`config.mk`:
```
export PLATFORM = sky130hd
export DESIGN_NAME = signed_int_to_decimal_ascii
export DESIGN_NICKNAME = d
export VERILOG_FILES = /design/src/hdl/sidec_pkg.sv /design/src/hdl/sidec_front.sv /design/src/hdl/sidec_fifo.sv /design/src/hdl/sidec_back.sv /design/src/hdl/signed_int_to_decimal_ascii.sv
export SDC_FILE = /design/constraint.sdc
export NUM_CORES = 1
export LEC_CHECK = 0
export CAP_MARGIN = 0
export CORE_MARGIN = 2
export CORE_UTILIZATION = 35
export CTS_CLUSTER_DIAMETER = 150
export DETAILED_ROUTE_END_ITERATION = 7
export DONT_BUFFER_PORTS = 1
export PLACE_DENSITY_LB_ADDON = 0.08
export REMOVE_ABC_BUFFERS = 1
export SLEW_MARGIN = 20
export SYNTH_ARGS = -nofsm -noshare
export SYNTH_HDL_FRONTEND = slang
export SYNTH_SLANG_ARGS = --single-unit
```
`constraint.sdc`:
```
create_clock -name clk -period 11.9 [get_ports clk]
set_input_delay 2.38 -clock clk [delete_from_list [all_inputs] [get_ports clk]]
set_output_delay 2.38 -clock clk [all_outputs]
set_load 0.005 [all_outputs]
```
`src/hdl/sidec_pkg.sv`:
```
// Shared constants and types for the signed integer to decimal text converter.
package sidec_pkg;

	localparam int MAG_W       = 64;
	localparam int DIGITS      = 20;
	localparam int CHAR_W      = 6;
	localparam int QUEUE_DEPTH = 2;
	localparam int LEFT_W      = $clog2(DIGITS + 1);
	localparam int STEP_W      = $clog2(MAG_W);

	localparam logic [CHAR_W-1:0] CHAR_ZERO  = CHAR_W'(48);
	localparam logic [CHAR_W-1:0] CHAR_MINUS = CHAR_W'(45);

	// Packed BCD word, digit DIGITS-1 is the most significant
	typedef logic [DIGITS-1:0][3:0] bcd_t;

	// One converted number as it waits for the character emitter
	typedef struct packed {
		logic neg;
		bcd_t bcd;
	} conv_t;

endpackage

```
`src/hdl/sidec_front.sv`:
```
// Front end: take an integer, form its magnitude, convert it to BCD by shift-add-3.
module sidec_front
	import sidec_pkg::*;
(
	input  logic                    clk,
	input  logic                    arst_n,
	input  logic                    start,
	input  logic signed [MAG_W-1:0] value,
	output logic                    busy,
	output logic                    push_valid,
	input  logic                    push_ready,
	output conv_t                   push_data
);

	typedef enum logic [1:0] {
		ST_IDLE,
		ST_CONV,
		ST_PUSH
	} state_t;

	state_t              state_q;
	logic [STEP_W-1:0]   step_q;
	logic [MAG_W-1:0]    mag_q;
	logic                neg_q;
	bcd_t                bcd_q;
	logic [DIGITS*4-1:0] adj;
	logic [MAG_W-1:0]    mag_in;

	// Form the unsigned magnitude of the incoming value
	assign mag_in = value[MAG_W-1] ? $unsigned(-value) : $unsigned(value);

	// Add three to every digit of five or more before the shift
	always_comb begin
		for (int i = 0; i < DIGITS; i++) begin
			adj[i*4 +: 4] = (bcd_q[i] >= 4'd5) ? (bcd_q[i] + 4'd3) : bcd_q[i];
		end
	end

	// Sequence accept, one conversion step per cycle, then hand off
	always_ff @(posedge clk or negedge arst_n) begin
		if (!arst_n) begin
			state_q <= ST_IDLE;
			step_q  <= '0;
		end else begin
			unique case (state_q)
				ST_IDLE: begin
					if (start) begin
						state_q <= ST_CONV;
						step_q  <= '0;
					end
				end
				ST_CONV: begin
					step_q <= step_q + STEP_W'(1);
					if (step_q == STEP_W'(MAG_W - 1)) begin
						state_q <= ST_PUSH;
					end
				end
				ST_PUSH: begin
					if (push_ready) begin
						state_q <= ST_IDLE;
					end
				end
				default: state_q <= ST_IDLE;
			endcase
		end
	end

	// Load and shift the datapath
	always_ff @(posedge clk) begin
		if (state_q == ST_IDLE && start) begin
			neg_q <= value[MAG_W-1];
			mag_q <= mag_in;
			bcd_q <= '0;
		end else if (state_q == ST_CONV) begin
			bcd_q <= bcd_t'({adj[DIGITS*4-2:0], mag_q[MAG_W-1]});
			mag_q <= {mag_q[MAG_W-2:0], 1'b0};
		end
	end

	assign busy           = (state_q != ST_IDLE);
	assign push_valid     = (state_q == ST_PUSH);
	assign push_data.neg  = neg_q;
	assign push_data.bcd  = bcd_q;

endmodule

```
`src/hdl/sidec_fifo.sv`:
```
// Short queue of converted numbers between the converter and the emitter.
module sidec_fifo
	import sidec_pkg::*;
#(
	parameter int Depth = QUEUE_DEPTH
)
(
	input  logic  clk,
	input  logic  arst_n,
	input  logic  push_valid,
	output logic  push_ready,
	input  conv_t push_data,
	output logic  pop_valid,
	input  logic  pop,
	output conv_t pop_data
);

	localparam int PTR_W = (Depth > 1) ? $clog2(Depth) : 1;
	localparam int CNT_W = $clog2(Depth + 1);

	conv_t             mem_q [Depth];
	logic [PTR_W-1:0]  wr_ptr_q;
	logic [PTR_W-1:0]  rd_ptr_q;
	logic [CNT_W-1:0]  count_q;
	logic              do_push;
	logic              do_pop;

	assign push_ready = (count_q != CNT_W'(Depth));
	assign pop_valid  = (count_q != '0);
	assign do_push    = push_valid && push_ready;
	assign do_pop     = pop && pop_valid;
	assign pop_data   = mem_q[rd_ptr_q];

	// Advance pointers and occupancy
	always_ff @(posedge clk or negedge arst_n) begin
		if (!arst_n) begin
			wr_ptr_q <= '0;
			rd_ptr_q <= '0;
			count_q  <= '0;
		end else begin
			if (do_push) begin
				wr_ptr_q <= (wr_ptr_q == PTR_W'(Depth - 1)) ? '0 : wr_ptr_q + PTR_W'(1);
			end
			if (do_pop) begin
				rd_ptr_q <= (rd_ptr_q == PTR_W'(Depth - 1)) ? '0 : rd_ptr_q + PTR_W'(1);
			end
			if (do_push && !do_pop) begin
				count_q <= count_q + CNT_W'(1);
			end else if (do_pop && !do_push) begin
				count_q <= count_q - CNT_W'(1);
			end
		end
	end

	// Store the incoming beat
	always_ff @(posedge clk) begin
		if (do_push) begin
			mem_q[wr_ptr_q] <= push_data;
		end
	end

endmodule

```
`src/hdl/sidec_back.sv`:
```
// Back end: drop leading zeros, emit the sign and the digits one character a cycle.
module sidec_back
	import sidec_pkg::*;
(
	input  logic              clk,
	input  logic              arst_n,
	input  logic              pop_valid,
	output logic              pop,
	input  conv_t             pop_data,
	output logic              valid,
	output logic [CHAR_W-1:0] char_code,
	output logic              last
);

	typedef enum logic [1:0] {
		ST_IDLE,
		ST_SKIP,
		ST_SIGN,
		ST_DIGIT
	} state_t;

	state_t             state_q;
	logic               neg_q;
	bcd_t               bcd_q;
	logic [LEFT_W-1:0]  left_q;
	logic               valid_q;
	logic [CHAR_W-1:0]  char_q;
	logic               last_q;

	assign pop = (state_q == ST_IDLE) && pop_valid;

	// Hold state and the registered character outputs
	always_ff @(posedge clk or negedge arst_n) begin
		if (!arst_n) begin
			state_q <= ST_IDLE;
			valid_q <= 1'b0;
			last_q  <= 1'b0;
			char_q  <= '0;
			neg_q   <= 1'b0;
			bcd_q   <= '0;
			left_q  <= '0;
		end else begin
			valid_q <= 1'b0;
			unique case (state_q)
				ST_IDLE: begin
					if (pop_valid) begin
						neg_q   <= pop_data.neg;
						bcd_q   <= pop_data.bcd;
						left_q  <= LEFT_W'(DIGITS);
						state_q <= ST_SKIP;
					end
				end
				ST_SKIP: begin
					// Drop one leading zero per cycle, keep at least one digit
					if (bcd_q[DIGITS-1] == 4'd0 && left_q != LEFT_W'(1)) begin
						bcd_q  <= {bcd_q[DIGITS-2:0], 4'd0};
						left_q <= left_q - LEFT_W'(1);
					end else begin
						state_q <= neg_q ? ST_SIGN : ST_DIGIT;
					end
				end
				ST_SIGN: begin
					valid_q <= 1'b1;
					char_q  <= CHAR_MINUS;
					last_q  <= 1'b0;
					state_q <= ST_DIGIT;
				end
				ST_DIGIT: begin
					valid_q <= 1'b1;
					char_q  <= CHAR_ZERO + CHAR_W'(bcd_q[DIGITS-1]);
					last_q  <= (left_q == LEFT_W'(1));
					bcd_q   <= {bcd_q[DIGITS-2:0], 4'd0};
					left_q  <= left_q - LEFT_W'(1);
					if (left_q == LEFT_W'(1)) begin
						state_q <= ST_IDLE;
					end
				end
				default: state_q <= ST_IDLE;
			endcase
		end
	end

	assign valid     = valid_q;
	assign char_code = char_q;
	assign last      = last_q;

endmodule

```
`src/hdl/signed_int_to_decimal_ascii.sv`:
```
// Top level: signed 64-bit integer to decimal ASCII character stream.
//
//  Channel  Signals                  Beat taken when
//  -------  -----------------------  -------------------------------
//  input    start, busy, value       start high and busy low
//  output   valid, char_code, last   valid high (one cycle per beat)
//
// The converter loads a number, runs 64 shift-add-3 steps over the magnitude
// bits and then hands the BCD word to the queue. The emitter takes the word,
// drops leading zeros (up to 19) one at a time, ends the scan, then emits the
// sign and the digits, overlapped with the next conversion.
// Reset clears all control state asynchronously; the block holds no state
// between numbers. Results cannot be stalled; busy stays high while a
// conversion runs or waits for queue space.
module signed_int_to_decimal_ascii
	import sidec_pkg::*;
#(
	parameter int QueueDepth = QUEUE_DEPTH
)
(
	input  logic                    clk,
	input  logic                    arst_n,
	input  logic                    start,
	output logic                    busy,
	input  logic signed [MAG_W-1:0] value,
	output logic                    valid,
	output logic [CHAR_W-1:0]       char_code,
	output logic                    last
);

	logic  push_valid;
	logic  push_ready;
	conv_t push_data;
	logic  pop_valid;
	logic  pop;
	conv_t pop_data;

	sidec_front u_front (
		.clk        (clk),
		.arst_n     (arst_n),
		.start      (start),
		.value      (value),
		.busy       (busy),
		.push_valid (push_valid),
		.push_ready (push_ready),
		.push_data  (push_data)
	);

	sidec_fifo #(
		.Depth (QueueDepth)
	) u_fifo (
		.clk        (clk),
		.arst_n     (arst_n),
		.push_valid (push_valid),
		.push_ready (push_ready),
		.push_data  (push_data),
		.pop_valid  (pop_valid),
		.pop        (pop),
		.pop_data   (pop_data)
	);

	sidec_back u_back (
		.clk       (clk),
		.arst_n    (arst_n),
		.pop_valid (pop_valid),
		.pop       (pop),
		.pop_data  (pop_data),
		.valid     (valid),
		.char_code (char_code),
		.last      (last)
	);

	// An accepted number keeps the converter busy next cycle
	a_accept_busy: assert property (@(posedge clk) disable iff (!arst_n)
		start && !busy |=> busy)
		else $error("converter not busy after accepting a number");

	// A minus sign is never the final character
	a_minus_not_last: assert property (@(posedge clk) disable iff (!arst_n)
		valid && char_code == CHAR_MINUS |-> !last)
		else $error("minus sign marked as last character");

	// Characters of one number come out without gaps
	a_no_gap: assert property (@(posedge clk) disable iff (!arst_n)
		valid && !last |=> valid && char_code != CHAR_MINUS)
		else $error("gap or repeated sign inside a number");

	// Every character is a minus sign or a decimal digit
	a_char_range: assert property (@(posedge clk) disable iff (!arst_n)
		valid |-> char_code == CHAR_MINUS
			|| (char_code >= CHAR_ZERO && char_code <= CHAR_ZERO + CHAR_W'(9)))
		else $error("character code out of range");

endmodule
```
==> flow_metrics.py, run 1 <==
metrics = {
    "setup_path": {
        "max_stage_delay_ns": 0.70,
        "critical_path_depth": 6,
        "crit_path_max_fanout": 15,
        "cp_cell_sequence": "or4_1, nor4_4, nand4b_4, o31ai_1, xor2_1, o21ai_0",
        "crit_arrival_ns": 4.73,
        "cp.required_ns": 12.21,
        "startpoint_type": "input pin",
        "path_delay_family": "simple AND/OR/NAND/NOR gates",
        "timing.critical_path.buf_inv": 0,
        "end_kind": "flop",
        "critical_path_class": "input pin to flop",
        "rr_worst_depth": 6,
        "slowest_stage": "or4_1",
    },
    "sta": {
        "finalMaxSlewViolations": 0,
        "fmax_mhz": 226,
        "finalCritPeriodShare": 0.372,
        "setup_viol": 0,
        "setup_tns_ns": 0,
        "finalCriticalPeriod_ns": 4.42,
        "hold_viol": 0,
        "worst_pin_slew_ns": 1.01,
        "slew_headroom": 0.323,
        "rsz0062_at_grt": "false",
        "fin_skew_ns": 0.0152,
    },
    "global_route": {
        "grt.overflow.total": 0,
        "track_usage": 0.148,
        "antenna_found_initial": 0,
        "grt_pass1_wl_mm": 67.4,
        "grt_max_degree": 111,
        "grt_pass1_vias": 12500,
    },
    "cells_and_area": {
        "fillers": 5278,
        "layout.nets": 1862,
        "final_cell_area_um2": 21300,
        "ff_latch_area_um2": 11100,
        "syn_to_final_growth_pct": 11.6,
        "final_cells": 2482,
        "antenna_cells": 0,
        "multi_input_area_um2": 7400,
        "final_layout_size_suffix_gt1_frac": 0.0711,
    },
    "logic_synthesis": {
        "ys_warn_count": 0,
        "yosys-top-cells-area": "edfxtp_1 (36%), dfrtp_1 (14%), dfxtp_1 (8.4%), o21ai_0 (6.1%), mux2i_1 (4.3%)",
        "avgSynthCellArea_um2": 10.7,
        "synth_commonest_cells": "o21ai_0 (231), edfxtp_1 (227), nand2_1 (181)",
        "synth_area_um2": 19100,
        "ys_seq_elements": 415,
        "async_flop_share": 0.260,
        "synth-main-ff-cell": "edfxtp_1",
        "yosysSeqAreaShare": 0.583,
        "syn-instance-count": 1784,
        "yosys.area.top_type_share": 0.357,
        "synth_edf_count": 227,
        "synth.largest_area_cell": "edfxtp_1",
        "ys_types": 53,
        "synth.most_common_cell": "o21ai_0",
    },
    "drt": {
        "ant_nets": 0,
        "vias_per_cell": 5.00,
        "initialDrtViolationCount": 608,
        "drc_errors": 0,
        "wl_per_cell_um": 16.5,
        "vias": 12400,
        "first_pass_iters": 5,
        "routed_wl_mm": 40.9,
    },
    "clock_tree": {
        "numCtsBuffers": 49,
        "cts-root-buf": "clkbuf_16",
        "cts_sinks": 415,
        "cts_tree": "yes",
        "hold_buffers": 0,
        "cts_resized": 0,
        "clock_path_buffers": 3,
        "path_clk_slew_ns": 0.06,
        "postCtsSetupRepairBufs": 0,
        "htreeDepth": 2,
        "clk_latency_ns": 0.59,
    },
    "placed_design": {
        "place_area_um2": 19700,
        "place_hpwl_mm": 24.4,
        "portBuffers": 0,
        "place.gp.congestion": 0.795,
        "dp.cells": 2389,
    },
    "die": {
        "die_y_um": 238,
        "core_region_area_um2": 53900,
        "die_area_um2": 56400,
        "fp-row-count": 85,
        "pin_count": 76,
        "die_w_um": 238,
        "start_util": 0.354,
    },
    "pwr": {
        "leakage_nw": 8.09,
        "p_per_area_nw_per_um2": 269,
        "peakVddDrop_uv": 158,
    },
    "status": {
        "outcome": "completed",
    },
    "worst_hold_path": {
        "hold_class": "flop to flop",
        "holdPathStages": 2,
    },
    "flow_run": {
        "cap_violations": 0,
    },
}
==> tightest hold or removal path, delay by kind of cell (launching register included) <==
family | cells | cell delay [ns]
compound gates | 1 | 0.05
flops | 1 | 0.32
simple gates | 1 | 0.05
==> layout by cell type, fill, tap and decap left out, drive strengths merged, types with 2 or more instances in the layout <==
master	instances
o21ai	253
edfxtp	227
nand2	181
nor2	150
a21oi	142
dfrtp	108
mux2i	82
clkbuf	81
dfxtp	80
nand3	77
xor2	73
inv	53
ha	50
o31ai	30
xnor2	24
nor2b	22
nand2b	19
or3	15
nor3	14
buf	13
or4	13
o41ai	13
o32ai	12
nor4	12
clkinv	8
or2	7
nand4	5
a22o	3
or3b	2
nand3b	2
a21o	2
nand4b	2
==> layer usage <==
metal / global-route usage / up-vias / part of all wire
met5: 0 / - / 0
met4: 0.0400 / 0 / 0.022
met3: 0.0354 / 70 / 0.043
met2: 0.248 / 168 / 0.47
met1: 0.192 / 5888 / 0.47
li1: - / 6281 / -
==> cell type report <==
| class | instances | area share |
|---|---|---|
| Timing Repair Buffer | 13 | 0.00517 |
| Clock buffer | 81 | 0.0709 |
| Inverter | 52 | 0.00916 |
| Multi-Input combinational cell | 1214 | 0.348 |
| Clock inverter | 11 | 0.00399 |
| Tap cell | 696 | 0.0409 |
| Sequential cell | 415 | 0.522 |
==> power breakdown <==
group / internal [mW] / total, mW / leakage, nW / switching, mW
sequential: 2.07 / 2.43 / 4.19 / 0.359
clock: 0.884 / 1.47 / 0.776 / 0.588
combinational: 0.695 / 1.83 / 3.13 / 1.14
total: 3.65 / 5.73 / 8.09 / 2.08
==> sequential cells by signal (all words and copies together) (netlist names) <==
name               count
u_fifo.mem_q         162
u_back.bcd_q          80
u_front.push_data     80
u_front.mag_q         64
u_back.char_code       6
u_front.step_q         6
u_back.left_q          5
u_back.state_q         2
u_fifo.count_q         2
u_front.state_q        2
u_back.last            1
u_back.neg_q           1
u_back.valid           1
u_fifo.rd_ptr_q        1
u_fifo.wr_ptr_q        1
u_front.neg_q          1
==> logic make-up (layout without fill, tap and decap cells) <==
| family | Yosys count | in the layout | synth area share |
|---|---|---|---|
| and+or+nand+nor | 524 | 524 | 0.128 |
| AOI/OAI and AO/OA | 460 | 460 | 0.137 |
| DFF | 415 | 415 | 0.583 |
| buffers and inverters | 155 | 157 | 0.0319 |
| xor gates and xnor gates | 97 | 97 | 0.0445 |
| muxes | 83 | 83 | 0.0436 |
| adders and majority gates | 50 | 50 | 0.0328 |
==> through the flow <==
| stage | setup WS (ns) | hold WS [ns] | utilization | total power [mW] |
|---|---|---|---|---|
| floorplan | 3.73 | 0.418 | - | 3.83 |
| global placement | 6.88 | 0.435 | 0.365 | 4.29 |
| detailed placement | 6.87 | 0.442 | 0.365 | 4.34 |
| CTS | 7.51 | 0.453 | 0.395 | 5.84 |
| global route | 7.34 | 0.484 | 0.395 | 6.25 |
| finish | 7.48 | 0.448 | 0.395 | 5.73 |
==> final timing paths <==
| path | to | start | slack (ns) |
|---|---|---|---|
| hold / removal | u_front.push_data[0] | u_front.mag_q[63] | 0.45 |
| setup reg to reg | u_back.bcd_q[6] | u_back.state_q[0] | 8.79 |
| hold reg to reg | u_front.push_data[0] | u_front.mag_q[63] | 0.45 |
| setup / recovery | u_front.mag_q[33] | value[12] | 7.48 |
| min in group asynchronous | u_back.bcd_q[57] | arst_n | 1.48 |
| max in group asynchronous | u_fifo.rd_ptr_q | arst_n | 10.24 |
Power figures use the tool's default switching activity.
==> run 2: changes to the inputs <==
==> constraint.sdc (replaced) <==
create_clock -name clk -period 4.6 [get_ports clk]
set_input_delay 0.92 -clock clk [delete_from_list [all_inputs] [get_ports clk]]
set_output_delay 0.92 -clock clk [all_outputs]
set_load 0.005 [all_outputs]
==> flow_metrics.py, run 2 (synthesis gave the netlist of run 1 again) <==
metrics = {
    "status": {
        "outcome": "completed",
    },
    "setup_path": {
        "worst_r2r_endpoint": "u_back.bcd_q[32]",
        "startpoint_type": "input pin",
        "endpoint": "u_front.mag_q[33]",
        "cp.required_ns": 4.90,
        "crit_arrival_ns": 3.27,
        "r2r_start": "u_back.left_q[1]",
        "rrSetupSlack_ns": 1.81,
        "end_kind": "flop",
        "crit_path_max_fanout": 15,
        "rr_worst_depth": 7,
        "critical_path_class": "input pin to flop",
        "cp-startpoint": "value[16]",
    },
    "cells_and_area": {
        "multi_input_area_um2": 7400,
        "final_layout_size_suffix_gt1_frac": 0.0754,
        "antenna_cells": 0,
        "layout_common_cells": "o21ai_0 (231), edfxtp_1 (227), nand2_1 (180)",
        "syn_to_final_growth_pct": 12.5,
        "final_cell_area_um2": 21500,
        "final_common_cell": "o21ai_0",
        "fillers": 5186,
        "final_cells": 2487,
        "layout.nets": 1867,
        "ff_latch_area_um2": 11100,
        "largest_register_ffs": 162,
        "utilization": 0.398,
        "top_register": "u_fifo.mem_q",
    },
    "die": {
        "fp-row-count": 85,
        "die_w_um": 238,
        "start_util": 0.354,
        "core_region_area_um2": 53900,
        "die_y_um": 238,
        "die_area_um2": 56400,
        "pin_count": 76,
    },
    "sta": {
        "finalCritPeriodShare": 0.647,
        "slew_headroom": 0.437,
        "fin_skew_ns": 0.0145,
        "finalCriticalPeriod_ns": 2.98,
        "setup_ws_ns": 1.62,
        "worst_pin_slew_ns": 0.845,
        "fmax_mhz": 336,
        "setup_viol": 0,
        "finalMaxSlewViolations": 0,
        "whs_ns": 0.0400,
        "rsz0062_at_grt": "false",
        "setup_tns_ns": 0,
        "hold_viol": 0,
    },
    "placed_design": {
        "dp.cells": 2392,
        "place_area_um2": 19800,
        "place.gp.congestion": 0.784,
        "place_hpwl_mm": 24.7,
        "portBuffers": 0,
        "place_ws_ns": 1.00,
    },
    "drt": {
        "vias": 12400,
        "ant_nets": 0,
        "first_pass_iters": 5,
        "routed_wl_mm": 41.8,
        "vias_per_cell": 5.00,
        "drc_errors": 0,
        "initialDrtViolationCount": 666,
        "wl_per_cell_um": 16.8,
    },
    "clock_tree": {
        "numCtsBuffers": 49,
        "cts-root-buf": "clkbuf_16",
        "cts_sinks": 415,
        "path_clk_slew_ns": 0.06,
        "cts_tree": "yes",
        "htreeDepth": 2,
        "clk_latency_ns": 0.58,
        "clock_path_buffers": 3,
    },
    "pwr": {
        "leakage_nw": 8.18,
        "power_mw": 15.1,
        "peakVddDrop_uv": 356,
        "p_per_area_nw_per_um2": 705,
    },
    "flow_run": {
        "cap_violations": 0,
    },
    "global_route": {
        "grt_pass1_wl_mm": 68.3,
        "antenna_found_initial": 0,
        "track_usage": 0.152,
        "grt.overflow.total": 0,
        "grt_pass1_vias": 12400,
        "grt_max_degree": 97,
    },
    "worst_hold_path": {
        "hold_class": "input pin to asynchronous set/reset pin",
    },
}
run 2: final cells by class:
type                       instances  area share
sequential                       415       0.518
multi-input combinational       1214       0.345
clock buffer                      69      0.0673
tap                              696      0.0405
clock inverter                    23      0.0114
inverter                          52     0.00909
timing repair buffer              18     0.00897
run 2: worst min-delay path by stage:
stage                            from              endpoint  slack (ns)  depth (start not counted)
floorplan           u_front.mag_q[63]  u_front.push_data[0]        0.42                          2
global placement    u_front.mag_q[63]  u_front.push_data[0]        0.43                          2
detailed placement  u_front.mag_q[63]  u_front.push_data[0]        0.44                          2
CTS                            arst_n      u_back.bcd_q[13]      0.0006                          0
global route                   arst_n      u_back.bcd_q[31]       0.003                          0
finish                         arst_n      u_back.bcd_q[51]        0.04                          0
run 2: report_power, final:
group	switching [mW]	total (mW)	internal [mW]
registers	0.943	6.29	5.35
logic	3.00	4.84	1.84
clock network	1.55	4.02	2.47
run 2: routing by layer:
| metal | track usage | up-vias | part of all wire |
|---|---|---|---|
| li1 | - | 6285 | - |
| met1 | 0.202 | 5900 | 0.48 |
| met2 | 0.248 | 189 | 0.46 |
| met3 | 0.0296 | 68 | 0.044 |
| met4 | 0.0486 | 0 | 0.022 |
| met5 | 0 | - | 0 |
run 2: what timing repair did:
| action | in CTS | in global routing |
|---|---|---|
| buffers inserted | 0 | 0 |
| resized for setup | 0 | 0 |
| endpoints found under the hold margin | 11 | 0 |
| hold buffers | 3 | 0 |
run 2: critical path, stage by stage:
cell and delay, ns:
or4_1 0.63, nor3_1 0.62, nand4b_4 0.47, o31ai_1 0.37, xor2_1 0.17, o21ai_0 0.09
